===== src/sv/tccw_pkg.sv =====
// Shared types and constants for the text console character writer.
// Used by the sequencer and the top level; no dependencies.
package tccw_pkg;

  localparam int MAX_COLS_DEF   = 80;
  localparam int MAX_ROWS_P_DEF = 30;

  localparam logic [7:0] CH_NL    = 8'h0A;
  localparam logic [7:0] CH_TAB   = 8'h09;
  localparam logic [7:0] CH_SPACE = 8'h20;
  localparam logic [1:0] TAB_REST = 2'd3;

  localparam logic [1:0] MODE_PUT   = 2'd0;
  localparam logic [1:0] MODE_READ  = 2'd1;
  localparam logic [1:0] MODE_CLEAR = 2'd2;

  localparam logic [1:0] REG_FILL_COLOR   = 2'd0;
  localparam logic [1:0] REG_VISIBLE_COLS = 2'd1;
  localparam logic [1:0] REG_VISIBLE_ROWS = 2'd2;

  localparam logic [7:0] FILL_COLOR_RST   = 8'd15;
  localparam logic [6:0] VISIBLE_COLS_RST = 7'd80;
  localparam logic [4:0] VISIBLE_ROWS_RST = 5'd25;

  typedef struct packed {
    logic [7:0] fill_color;
    logic [6:0] visible_cols;
    logic [4:0] visible_rows;
  } cfg_t;

  typedef enum logic [2:0] {
    S_INIT,
    S_IDLE,
    S_PUT,
    S_SCROLL,
    S_FILL,
    S_CLEAR,
    S_READ
  } state_t;

endpackage


===== src/sv/tccw_seq.sv =====
// Sequencer: cursor, put/scroll/clear/read walks over the cell store and result words.
// Depends on tccw_pkg; drives the ports of tccw_cell_mem.
module tccw_seq import tccw_pkg::*; #(
  parameter int MAX_COLS   = MAX_COLS_DEF,
  parameter int MAX_ROWS_P = MAX_ROWS_P_DEF,
  localparam int NCELLS = MAX_COLS * MAX_ROWS_P,
  localparam int AW = (NCELLS > 1) ? $clog2(NCELLS) : 1,
  localparam int CW = $clog2(NCELLS + 1)
) (
  input  logic          clk,
  input  logic          rst,
  input  cfg_t          cfg,
  input  logic          start,
  output logic          busy,
  input  logic [1:0]    mode,
  input  logic [7:0]    char_code,
  input  logic [7:0]    attr,
  input  logic [11:0]   read_index,
  output logic          strobe,
  output logic          wrote,
  output logic [11:0]   cell_index,
  output logic [15:0]   cell_value,
  output logic [15:0]   read_data,
  output logic [6:0]    cursor_col,
  output logic [4:0]    cursor_row,
  output logic          scrolled,
  output logic          last,
  output logic          mem_we,
  output logic [AW-1:0] mem_waddr,
  output logic [15:0]   mem_wdata,
  output logic [AW-1:0] mem_raddr,
  input  logic [15:0]   mem_rdata
);

  localparam logic [6:0] COL_CAP = 7'((MAX_COLS < 127) ? MAX_COLS : 127);
  localparam logic [4:0] ROW_CAP = 5'((MAX_ROWS_P < 31) ? MAX_ROWS_P : 31);
  localparam logic [CW-1:0] LAST_CELL = CW'(NCELLS - 1);

  state_t state, state_next;

  logic [6:0]    cur_col;
  logic [4:0]    cur_row;
  logic [7:0]    ch;
  logic [7:0]    at;
  logic [1:0]    tab_left;
  logic          rd_oob;
  logic [7:0]    fill;
  logic [6:0]    cols;
  logic [4:0]    rows;
  logic [CW-1:0] keep;
  logic [CW-1:0] total;
  logic [CW-1:0] sc;
  logic          pend;
  logic [AW-1:0] pend_addr;

  logic [6:0]  cols_e;
  logic [4:0]  rows_e;
  logic [11:0] keep_prod;
  logic [11:0] total_prod;

  logic [6:0]  col_sat;
  logic [4:0]  row_sat;
  logic [12:0] idx13;
  logic        is_nl;
  logic [7:0]  col_inc;
  logic        wrap;
  logic [5:0]  row_cand;
  logic        need_scroll;
  logic [6:0]  new_col;
  logic [4:0]  new_row;
  logic        walk_end;

  // effective geometry from the registers, taken at accept
  always_comb begin
    if (cfg.visible_cols == 7'd0) begin
      cols_e = 7'd1;
    end else if (cfg.visible_cols > COL_CAP) begin
      cols_e = COL_CAP;
    end else begin
      cols_e = cfg.visible_cols;
    end
    if (cfg.visible_rows == 5'd0) begin
      rows_e = 5'd1;
    end else if (cfg.visible_rows > ROW_CAP) begin
      rows_e = ROW_CAP;
    end else begin
      rows_e = cfg.visible_rows;
    end
    keep_prod  = {7'd0, rows_e - 5'd1} * {5'd0, cols_e};
    total_prod = {7'd0, rows_e} * {5'd0, cols_e};
  end

  // one put at the cursor
  always_comb begin
    col_sat     = (cur_col >= cols) ? cols - 7'd1 : cur_col;
    row_sat     = (cur_row >= rows) ? rows - 5'd1 : cur_row;
    idx13       = 13'({7'd0, row_sat} * {5'd0, cols}) + {6'd0, col_sat};
    is_nl       = (ch == CH_NL);
    col_inc     = {1'b0, col_sat} + 8'd1;
    wrap        = !is_nl && (col_inc >= {1'b0, cols});
    row_cand    = (is_nl || wrap) ? {1'b0, row_sat} + 6'd1 : {1'b0, row_sat};
    need_scroll = (row_cand >= {1'b0, rows});
    new_col     = (is_nl || wrap) ? 7'd0 : col_inc[6:0];
    new_row     = need_scroll ? rows - 5'd1 : row_cand[4:0];
    walk_end    = (sc == total - CW'(1));
  end

  always_comb begin
    state_next = state;
    case (state)
      S_INIT: begin
        if (sc == LAST_CELL) state_next = S_IDLE;
      end
      S_IDLE: begin
        if (start) begin
          case (mode)
            MODE_PUT:   state_next = S_PUT;
            MODE_READ:  state_next = S_READ;
            MODE_CLEAR: state_next = S_CLEAR;
            default:    state_next = S_IDLE;
          endcase
        end
      end
      S_PUT: begin
        if (need_scroll) begin
          state_next = S_SCROLL;
        end else if (tab_left == 2'd0) begin
          state_next = S_IDLE;
        end
      end
      S_SCROLL: begin
        if (sc >= keep && !pend) state_next = S_FILL;
      end
      S_FILL: begin
        if (walk_end) state_next = (tab_left != 2'd0) ? S_PUT : S_IDLE;
      end
      S_CLEAR: begin
        if (walk_end) state_next = S_IDLE;
      end
      S_READ: state_next = S_IDLE;
      default: state_next = S_IDLE;
    endcase
  end

  always_comb begin
    busy      = (state != S_IDLE);
    mem_we    = 1'b0;
    mem_waddr = sc[AW-1:0];
    mem_wdata = {fill, CH_SPACE};
    mem_raddr = AW'(read_index);
    case (state)
      S_INIT: begin
        mem_we    = 1'b1;
        mem_wdata = 16'd0;
      end
      S_PUT: begin
        mem_we    = !is_nl;
        mem_waddr = AW'(idx13);
        mem_wdata = {at, ch};
      end
      S_SCROLL: begin
        mem_we    = pend;
        mem_waddr = pend_addr;
        mem_wdata = mem_rdata;
        mem_raddr = AW'(sc + CW'(cols));
      end
      S_FILL, S_CLEAR: begin
        mem_we = 1'b1;
      end
      default: begin
      end
    endcase
  end

  always_ff @(posedge clk) begin
    if (rst) begin
      state    <= S_INIT;
      sc       <= '0;
      pend     <= 1'b0;
      strobe   <= 1'b0;
      cur_col  <= 7'd0;
      cur_row  <= 5'd0;
      tab_left <= 2'd0;
    end else begin
      state  <= state_next;
      strobe <= 1'b0;
      case (state)
        S_INIT: begin
          sc <= sc + CW'(1);
        end
        S_IDLE: begin
          if (start) begin
            ch       <= (mode == MODE_PUT && char_code == CH_TAB) ? CH_SPACE : char_code;
            at       <= attr;
            tab_left <= (mode == MODE_PUT && char_code == CH_TAB) ? TAB_REST : 2'd0;
            rd_oob   <= (32'(read_index) >= NCELLS);
            fill     <= cfg.fill_color;
            cols     <= cols_e;
            rows     <= rows_e;
            keep     <= CW'(keep_prod);
            total    <= CW'(total_prod);
            sc       <= '0;
            pend     <= 1'b0;
            if (mode != MODE_PUT && mode != MODE_READ && mode != MODE_CLEAR) begin
              strobe     <= 1'b1;
              wrote      <= 1'b0;
              cell_index <= 12'd0;
              cell_value <= 16'd0;
              read_data  <= 16'd0;
              cursor_col <= cur_col;
              cursor_row <= cur_row;
              scrolled   <= 1'b0;
              last       <= 1'b1;
            end
          end
        end
        S_PUT: begin
          cur_col    <= new_col;
          cur_row    <= new_row;
          wrote      <= !is_nl;
          cell_index <= is_nl ? 12'd0 : idx13[11:0];
          cell_value <= is_nl ? 16'd0 : {at, ch};
          read_data  <= 16'd0;
          cursor_col <= new_col;
          cursor_row <= new_row;
          scrolled   <= need_scroll;
          last       <= (tab_left == 2'd0);
          strobe     <= !need_scroll;
          sc         <= '0;
          pend       <= 1'b0;
          if (!need_scroll && tab_left != 2'd0) tab_left <= tab_left - 2'd1;
        end
        S_SCROLL: begin
          if (sc < keep) begin
            pend      <= 1'b1;
            pend_addr <= sc[AW-1:0];
            sc        <= sc + CW'(1);
          end else begin
            pend <= 1'b0;
          end
        end
        S_FILL: begin
          sc <= sc + CW'(1);
          if (walk_end) begin
            strobe <= 1'b1;
            if (tab_left != 2'd0) tab_left <= tab_left - 2'd1;
          end
        end
        S_CLEAR: begin
          sc <= sc + CW'(1);
          if (walk_end) begin
            strobe     <= 1'b1;
            wrote      <= 1'b0;
            cell_index <= 12'd0;
            cell_value <= 16'd0;
            read_data  <= 16'd0;
            cursor_col <= cur_col;
            cursor_row <= cur_row;
            scrolled   <= 1'b0;
            last       <= 1'b1;
          end
        end
        S_READ: begin
          strobe     <= 1'b1;
          wrote      <= 1'b0;
          cell_index <= 12'd0;
          cell_value <= 16'd0;
          read_data  <= rd_oob ? 16'd0 : mem_rdata;
          cursor_col <= cur_col;
          cursor_row <= cur_row;
          scrolled   <= 1'b0;
          last       <= 1'b1;
        end
        default: begin
        end
      endcase
    end
  end

endmodule


===== config.mk =====
export PLATFORM = sky130hd
export DESIGN_NAME = tccw_seq
export DESIGN_NICKNAME = d
export VERILOG_FILES = /design/src/sv/tccw_pkg.sv /design/src/sv/tccw_seq.sv
export SDC_FILE = /design/constraint.sdc
export NUM_CORES = 1
export LEC_CHECK = 0
export BUFFER_PORTS_ARGS = -buffer_cell sky130_fd_sc_hd__buf_2
export CORE_ASPECT_RATIO = 1.2
export CORE_MARGIN = 1.5
export CORE_UTILIZATION = 40
export CTS_BUF_LIST = sky130_fd_sc_hd__clkbuf_4 sky130_fd_sc_hd__clkbuf_8
export CTS_CLUSTER_DIAMETER = 100
export DETAILED_ROUTE_END_ITERATION = 6
export SLEW_MARGIN = 30
export SYNTH_ARGS = -nofsm -noshare
export SYNTH_HDL_FRONTEND = slang
export SYNTH_SLANG_ARGS = --single-unit

===== constraint.sdc =====
create_clock -name clk -period 12.54 [get_ports clk]
set_clock_uncertainty 0.2 [all_clocks]
set_input_delay 3.135 -clock clk [delete_from_list [all_inputs] [get_ports clk]]
set_output_delay 3.135 -clock clk [all_outputs]
set_load 0.02 [all_outputs]

# == Word level (Yosys, flattened, before mapping) ==
# Cells that the tools add are included.
# word_totals
regBits,163
latch_bits,0
mem_bits_rw,0
romBits,0
input_bits,69
output_inout_bits,102
n_memories,0
# classes
n_addsub,10
n_mul,3
div,0
n_lt_le_gt_ge,9
eq_ne,25
n_shift,0
n_mux,68
bitwise,1
n_reduce_logical,30
# ops
operator,n
case mux 16 bit (4 select lines),2
case mux 12 bit (4 select lines),2
two-way mux 12 bit,7
two-way mux 16 bit,5
two-way mux 7 bit,7
case mux 16 bit (3 select lines),1
multiplier 5 x 7 -> 12 bit,3
two-way mux 5 bit,7
case mux 7 bit (4 select lines),1
adder 12 x 7 -> 12 bit,2
case mux 12 bit (2 select lines),1
two-way mux 3 bit,7
!= test 2 bit (second input constant),10
case mux 5 bit (4 select lines),1
case mux 3 bit (6 select lines),1
equality test 8 x 4 -> 1 bit (second input constant),2
case mux 1 bit (4 select lines),4
adder 12 x 1 -> 12 bit (second input constant),1
equality test 12 bit,1
equality test 12 bit (second input constant),1
greater-or-equal comparator 12 bit,1
greater-or-equal comparator 12 bit (second input constant),1
< comparator 12 bit,1
two-way mux 2 bit,6
42 further kinds,71

# == Depth between registers and ports, before layout ==
# Gate-level depths: netlist of run 1.
# depth
depth_word,12
ltp_mapped,27
depth_no_buf,25

# == Worst setup path after synthesis of run 1 ==
# OpenSTA, ideal clock, no wires.
# synth_timing
path_kind,reg2out
from,register rows[0]
to,output port mem_waddr[11]
arrival_time_ns,5.454
path_slack_ns,3.751
path_stages_with_launch,21
n_path_buf,0
path_cell_list,edfxtp_1 ha_1 nand2b_1 a31oi_1 o21ai_1 mux2i_1 and2_1 fa_1 ha_1 inv_1 fa_1 inv_1 ha_1 a21o_1 a21oi_1 o21ai_0 a2111o_1 a41oi_1 xnor2_1 nor2_1 a31oi_1
# synth_between
elab_chain_cells,5
# synth_rtl
item,line_no,rtl
from (decl),tccw_seq.sv:49,logic [4:0] rows;
from (signal assigned),tccw_seq.sv:199,rows <= rows_e;
subtractor 5 x 1 -> 5 bit or greater-or-equal comparator 5 bit (tied branches),tccw_seq.sv:96,row_sat = (cur_row >= rows) ? rows - 5'd1 : cur_row;
two-way mux 5 bit (*),tccw_seq.sv:96,
multiplier 5 x 7 -> 12 bit (*),tccw_seq.sv:97,"idx13 = 13'({7'd0, row_sat} * {5'd0, cols}) + {6'd0, col_sat};"
adder 12 x 7 -> 12 bit (*),tccw_seq.sv:97,
case mux 12 bit (2 select lines) (*),tccw_seq.sv:151,case (state)
to (decl),tccw_seq.sv:29,"output logic [AW-1:0] mem_waddr,"
# Mark *: on every way between the ends. The rest lies on a longest branch, timed or not.

# == Worst setup path after layout of run 1 ==
# layout_timing
from,register rows[0]
to,output port mem_waddr[9]
# Same word-level chain as after synthesis.

==> results of run 1 <==
==> metal layers <==
metal / global-route usage / part of all wire
met1: 0.245 / 0.41
met2: 0.372 / 0.53
met3: 0.0229 / 0.035
met4: 0.0612 / 0.018
met5: 0 / 0
==> critical path, cell delays in order (launching register included) <==
cell and delay, ns:
edfxtp_1 0.52, ha_1 0.32, nand2b_1 0.10, a31oi_1 0.09
o21ai_1 0.68, mux2i_1 0.71, and2_1 0.24, fa_1 0.43
ha_1 0.29, inv_1 0.05, fa_1 0.59, inv_1 0.06
ha_1 0.28, a21o_1 0.15, a21oi_1 0.20, o21ai_0 0.13
a2111o_1 0.44, nand2_1 0.09, xor2_1 0.34, o21ai_0 0.13
o21a_1 0.12, buf_2 0.17
==> Yosys cell counts, drive strengths merged (4+ instances only) <==
cell / count
o21bai: 7
a21o: 21
edfxtp: 132
nor2: 93
a211oi: 4
a21boi: 4
a22o: 4
a31oi: 8
and3: 19
nor3b: 5
clkbuf: 47
nor4b: 6
and2: 79
or4: 4
nor2b: 8
o211ai: 6
xnor2: 44
o21a: 6
nor3: 14
o31ai: 6
nor4: 6
buf: 8
mux2i: 26
a21oi: 53
nand4: 9
ha: 116
fa: 53
nand2b: 12
inv: 136
o21ai: 64
nand2: 130
xor2: 38
nand3: 11
mux2: 5
dfxtp: 31
==> sequential cells by signal (all words and copies together) (netlist names) <==
| signal | flops |
|---|---|
| rows | 5 |
| cell_index | 12 |
| cell_value | 16 |
| cols | 7 |
| pend | 1 |
| cur_row | 5 |
| fill | 8 |
| scrolled | 1 |
| rd_oob | 1 |
| total | 12 |
| cursor_col | 7 |
| cursor_row | 5 |
| sc | 12 |
| at | 8 |
| last | 1 |
| keep | 12 |
| read_data | 16 |
| strobe | 1 |
| cur_col | 7 |
| state | 3 |
| pend_addr | 12 |
| wrote | 1 |
| tab_left | 2 |
| ch | 8 |
==> power by group through the flow <==
stage | combinational, mW | clock [mW] | sequential (mW)
after global placement | 0.434 | 0 | 0.671
final | 0.439 | 0.392 | 0.660
after detailed placement | 0.441 | 0 | 0.672
after CTS | 0.444 | 0.403 | 0.659
after floorplan | 0.317 | 0 | 0.664
after global routing | 0.494 | 0.421 | 0.665
==> cell families after synthesis <==
group | share of synthesized area
fa+ha+maj | 0.204
compound gates | 0.112
xor+xnor | 0.0584
flops | 0.373
buf+inv | 0.0601
simple gates | 0.167
mux | 0.0257
==> layout make-up <==
class	count	share of cell area
Clock inverter	11	0.00909
Clock buffer	21	0.0190
Sequential cell	163	0.330
Inverter	137	0.0370
Tap cell	396	0.0356
Timing Repair Buffer	178	0.0655
Multi-Input combinational cell	903	0.504
==> worst max path at each step <==
stage	to	slack, ns	depth (start not counted)
6_report	mem_waddr[9]	2.59	21
3_5_place_dp	mem_waddr[11]	3.13	21
2_1_floorplan	mem_waddr[11]	3.75	20
5_1_grt	mem_waddr[11]	2.11	21
3_3_place_gp	mem_waddr[11]	3.19	21
4_1_cts	mem_waddr[11]	2.58	21
==> metrics by stage <==
step | utilization | total power [mW] | cell area [µm²] | cells
floorplan | - | 0.981 | 12300 | 1258
global placement | 0.444 | 1.11 | 13500 | 1777
detailed placement | 0.444 | 1.11 | 13500 | 1777
CTS | 0.457 | 1.51 | 13900 | 1809
global route | 0.457 | 1.58 | 13900 | 1809
finish | 0.457 | 1.49 | 13900 | 1809
==> summary.md, run 1 <==
• complete, no violations — result of the run
• rows[0]$_DFFE_PP_ — first element of the critical path
• cols[4]$_DFFE_PP_ — Critical R2R Launch
• 0.09 ns — clock transition at the register clock pins on the worst setup and hold paths after CTS
• 0 — antenna fix cells
• 31300 µm — final routed wirelength across all metal layers
• 0 — asr flop ratio synth
• 5 — DRT Pass-1 Iters
• flop to flop — class of the most critical hold timing path
• tab_left[0]$_SDFFE_PP0P_ — hold worst-path end
• 9163 — number of global-route vias before repair
• 511 µW — Switch Pwr
• 0 ns — setup total negative slack
• 1258 — gate count of the mapped netlist
• 0.442 — share of total power in sequential cells
• 0.794 — Final Cycle Share
• 0 — GRT Residual Overflow
• edfxtp_1 — Synth area leader
• 0.300 ns — WHS
• 170 — Port Buffer Count
• 0.168 — layout cell share with drive strength beyond 1
• 163 — number of sinks on the clock net
• 0.48 ns — clk_lat worst skew
• 0 — hold buffers post-CTS
• clkbuf_8 — CTS root buf
• 73 — unique cell type count in the Yosys netlist
• 6.41 nW — static leakage power
• done — TritonCTS clock tree
• 0.373 — share of the yosys chip area belonging to registers
• 0.405 — effective utilization at floorplan
• buf_2, inv_1, edfxtp_1 — highest-count cells in the layout ignoring fill and taps
• 49500 µm — global-route wire length before repair
• 100 MHz — fmax
• 0 — Post CTS Setup Buffer Count
• 0 — post-cts resize count
• no — unrepaired setup endpoints after global routing
• 10 — top fanout value on the critical path
• 0 — antenna-violating nets left
• 5.24 ns — worst reg2reg setup slack
• 1496 — synthesized netlist net count
• 9.95 ns — post-route minimum period
• 2 — hold-critical path depth
• 2 — Clock Path Buffers
• 6.62 ns — Arrival @ worst endpoint
• 0 — final hold vios
• 9.20 ns — critical path required time
• 0.295 — fraction of power consumed by combinational cells
• 0.941 ns — Tightest Pin Transition
• 163 — synthesis-stage register bit count
• 0 — remaining design rule violation count
• 60 — largest net degree at the start of global routing
• 12300 µm² — cell area after synthesis
• 1638 — Post-layout nets
• 2.59 ns — setup slack of the critical path after layout
• 0 — number of slew-limit violations in the final report
• 0 — number of antenna violations at the first check in global routing
• 107 nW/µm² — PwrDens
• 163 µm — die outline width
• primary output — kind of end point of the critical path
• 9.78 µm² — Post-Synthesis Mean Instance Area
• 624 — number of DRC violations after detailed-routing iteration 0
• edfxtp_1 — prevailing post-synth register cell
• 3.13 ns — setup slack after placement
• 70 — Site Rows
• 7010 µm² — Multi-input gate area
• edfxtp_1, ha_1, fa_1 — largest cells by area after synthesis
• 980 µW — internal power consumption
• 24700 µm — placed wire-length estimate after detailed placement
• 9360 — total via count in the routed design
• 171 — num ports
• 17.3 µm — wire length per cell after detailed routing
• 0 — total of warnings raised by yosys
• 0.202 — total routing resource utilization after global routing
• buf_2 — most common library cell in the layout ignoring fill and taps
• 5.17 — via/cell ratio
• 4580 µm² — sequential cell area
• flop to primary output — classification of the worst setup path
• 195 µm — vertical die dimension
• 2917 — layout filler cell count
• 31800 µm² — die footprint
• 25 — number of cells on the worst reg-to-reg path
• tab_left[0]$_SDFFE_PP0P_ — beginning of the worst hold path
• 13.0% — synth-to-layout area growth
• 0.819 — global placer's final weighted congestion
• 0.263 — clock group share of total power
• flop — startpoint type of the worst setup path
• 0.322 — Synth top area share
• 0.343 — fraction of power spent switching nets
• 0.371 — Slew Limit Headroom
• 0 — final setup vio count
• 0 — number of maximum-capacitance violations
• 17 — number of clock buffers inserted by TritonCTS
• 30400 µm² — Floorplan Core Area
• 4 — H-tree levels
• tab_left[0]$_SDFFE_PP0P_ — RR Endpoint
• 132 — count of flip-flops with a built-in enable after synthesis
• 0.0000694 V — maximum ir drop on the vdd rail
(Power assumes the default switching activity.)
==> inputs of run 2 (changes only) <==
- ABC_AREA: default -> 1
- clock period: 12.54 -> 8.4 ns (I/O delays scaled with it)
==> summary.md, run 2 <==
• nand2_1 — most common library cell in the layout ignoring fill and taps, was buf_2
• 0.954 ns — Tightest Pin Transition, was 0.941 ns
• nand2_1, inv_1, nor2_1 — highest-count cells in the layout ignoring fill and taps, was buf_2, inv_1, edfxtp_1
• 60 — unique cell type count in the Yosys netlist, was 73
• 6.10 ns — critical path required time, was 9.20 ns
• done — TritonCTS clock tree, unchanged
• 25400 µm — placed wire-length estimate after detailed placement, was 24700 µm
• 0.432 — fraction of power consumed by combinational cells, was 0.295
• 13.9% — synth-to-layout area growth, was 13.0%
• 0 — antenna-violating nets left, unchanged
• 17 — number of clock buffers inserted by TritonCTS, unchanged
• 13700 µm² — total placed instance area, was 13500 µm²
• 5.70 ns — Arrival @ worst endpoint, was 6.62 ns
• 163 — number of sinks on the clock net, unchanged
• 0.363 — Slew Limit Headroom, was 0.371
• 0 — final setup vio count, unchanged
• 164 µm — die outline width, was 163 µm
• 1.24 mW — Switch Pwr, was 511 µW
• clkbuf_8 — CTS root buf, unchanged
• 0.320 — Synth top area share, was 0.322
• 0 — number of antenna violations at the first check in global routing, unchanged
• 0.368 — share of total power in sequential cells, was 0.442
• 5 — DRT Pass-1 Iters, unchanged
• 30500 µm² — Floorplan Core Area, was 30400 µm²
• nand2_1 — most frequent cell on the critical path, was ha_1
• 4 — count of buffer and inverter cells on the critical path, was 3
• 4580 µm² — sequential cell area, unchanged
• 1970 — Post-Place Cells, was 1777
• 1430 — gate count of the mapped netlist, was 1258
• 0 — remaining design rule violation count, unchanged
• 6710 µm² — Multi-input gate area, was 7010 µm²
• primary output — kind of end point of the critical path, unchanged
• 0.48 ns — clk_lat worst skew, about the same
• 0.54 ns — CP max stage delay, was 0.71 ns
• 0.188 — layout cell share with drive strength beyond 1, was 0.168
• cell_value: 16 flops, read_data: 16 flops — leading registers by flop count, unchanged
• 2007 — post-route insts no fill, was 1809
• 0 — GRT Residual Overflow, unchanged
• 7 — top fanout value on the critical path, was 10
• 31800 µm — final routed wirelength across all metal layers, was 31300 µm
• 70 — Site Rows, unchanged
• 9953 — total via count in the routed design, was 9360
• 0.953 — global placer's final weighted congestion, was 0.819
• 2 — Clock Path Buffers, unchanged
• 3001 — layout filler cell count, was 2917
• 62 — largest net degree at the start of global routing, was 60
• 32000 µm² — die footprint, was 31800 µm²
• 14100 µm² — final standard cell area without fillers, was 13900 µm²
• 1668 — synthesized netlist net count, was 1496
• flop — startpoint type of the worst setup path, unchanged
• fa_1 — Critical Path Slowest Stage Cell, was mux2i_1
• 171 — num ports, unchanged
• 0 — asr flop ratio synth, unchanged
• flop to primary output — classification of the worst setup path, unchanged
• 4.96 — via/cell ratio, was 5.17
• 0.09 ns — clock transition at the register clock pins on the worst setup and hold paths after CTS, about the same
• nand2_1, inv_1, nor2_1 — list of most frequent post-synthesis cells, was inv_1, edfxtp_1, nand2_1
• 125 MHz — fmax
• 163 — synthesis-stage register bit count, unchanged
• 0.204 — total routing resource utilization after global routing, was 0.202
• 0.418 — fraction of power spent switching nets, was 0.343
• 0.953 — Final Cycle Share
• 170 — Port Buffer Count, unchanged
• 4 — H-tree levels, unchanged
• 0.399 ns — setup slack of the critical path after layout, was 2.59 ns
• flop to flop — class of the most critical hold timing path, unchanged
• 0 — number of slew-limit violations in the final report, unchanged
• 12400 µm² — cell area after synthesis, was 12300 µm²
• 6.98 nW — static leakage power, was 6.41 nW
• edfxtp_1 — Synth area leader, unchanged
• 0 — antenna fix cells, unchanged
• 0 ns — setup total negative slack, unchanged
• 0 — hold buffers post-CTS, unchanged
• complete, no violations — result of the run, unchanged
• 0 — total of warnings raised by yosys, unchanged
• 567 — number of DRC violations after detailed-routing iteration 0, was 624
• 50300 µm — global-route wire length before repair, was 49500 µm
• nand2_1 — most common cell in the synthesized netlist, was inv_1
• 0.370 — share of the yosys chip area belonging to registers, was 0.373
• no — unrepaired setup endpoints after global routing, unchanged
• 0.406 — effective utilization at floorplan, was 0.405
• adder cells — critical path's top delay family, was compound AO/OA/AOI/OAI gates
• 0 — number of maximum-capacitance violations, unchanged
• 1836 — Post-layout nets, was 1638
• 196 µm — vertical die dimension, was 195 µm
• edfxtp_1, ha_1, fa_1 — largest cells by area after synthesis, unchanged
• 9617 — number of global-route vias before repair, was 9163
• 211 nW/µm² — PwrDens, was 107 nW/µm²
• 132 — count of flip-flops with a built-in enable after synthesis, unchanged
• 8.00 ns — post-route minimum period
• 15.8 µm — wire length per cell after detailed routing, was 17.3 µm
• 8.66 µm² — Post-Synthesis Mean Instance Area, was 9.78 µm²
• edfxtp_1 — prevailing post-synth register cell, unchanged
• 0.624 ns — setup slack after placement, was 3.13 ns
• 0 — final hold vios, unchanged
• 0.201 — clock group share of total power, was 0.263
• 0.000115 V — maximum ir drop on the vdd rail, was 0.0000694 V
• 1.73 mW — internal power consumption, was 980 µW
run 2: cell types whose count changed after synthesis, moves of 35 or more:
cell,before,now
and2_1,79,3
inv_1,136,245
nand2_1,130,266
nand3_1,11,55
nor2_1,93,177
xnor2_1,44,9
run 2: per-stage QoR:
stage          hold WS, ns  utilization  power, mW
2_1_floorplan        0.229            -       2.01
3_3_place_gp         0.269        0.448       2.37
3_5_place_dp         0.285        0.448       2.39
4_1_cts              0.304        0.461       2.99
5_1_grt              0.320        0.463       3.18
6_report             0.302        0.463       2.97
run 2: worst register-to-register path, delay by kind of cell, from the launching register on:
| family | cells | cell delay (ns) |
|---|---|---|
| buffers and inverters | 5 | 0.45 |
| AO/OA/AOI/OAI | 7 | 1.62 |
| flip-flops | 1 | 0.52 |
| adder cells (fa/ha/maj) | 4 | 1.03 |
| AND/OR/NAND/NOR | 14 | 1.91 |
| XOR/XNOR | 2 | 0.53 |
run 2: per-layer routing:
| metal | global-route usage | vias up | wire length [µm] |
|---|---|---|---|
| li1 | - | 4950 | - |
| met1 | 0.258 | 4713 | 13500 |
| met2 | 0.355 | 246 | 16200 |
| met3 | 0.0262 | 44 | 1350 |
| met4 | 0.0710 | 0 | 749 |
| met5 | 0 | - | 0 |
run 2: final timing paths:
path	from	end	slack (ns)	depth (start not counted)
worst max register to register	cols[2]$_DFFE_PP_	cursor_row[3]$_DFFE_PP_	2.02	32
worst min register to register	tab_left[1]$_SDFFE_PP0P_	tab_left[1]$_SDFFE_PP0P_	0.30	2
worst max-delay path	rows[2]$_DFFE_PP_	mem_waddr[9]	0.40	25
worst min-delay path	tab_left[1]$_SDFFE_PP0P_	tab_left[1]$_SDFFE_PP0P_	0.30	2
run 2: cells by family (layout without fill, tap and decap cells):
kind of cell | Yosys count | in the layout | synth area share
flops | 163 | 163 | 0.370
xor+xnor | 51 | 51 | 0.0383
buf+inv | 297 | 477 | 0.0908
compound gates | 157 | 157 | 0.0818
simple gates | 593 | 594 | 0.216
fa+ha+maj | 169 | 169 | 0.203
run 2: area by class of cell:
class,instances,share of cell area
Sequential cell,163,0.325
Multi-Input combinational cell,971,0.476
Clock inverter,13,0.0106
Inverter,266,0.0710
Tap cell,396,0.0351
Clock buffer,19,0.0177
Timing Repair Buffer,179,0.0651
run 2: power by group through the flow:
stage          Clock, mW  Sequential [mW]  Combinational [mW]
2_1_floorplan          0             1.21               0.804
3_3_place_gp           0             1.11                1.26
3_5_place_dp           0             1.11                1.28
4_1_cts            0.615             1.09                1.28
5_1_grt            0.640             1.11                1.43
6_report           0.597             1.09                1.28
run 2: what timing repair did:
| action | in CTS | in global routing |
|---|---|---|
| resized for setup | 0 | 2 |
| setup endpoints to repair | 0 | 2 |
| setup buffers | 0 | 4 |
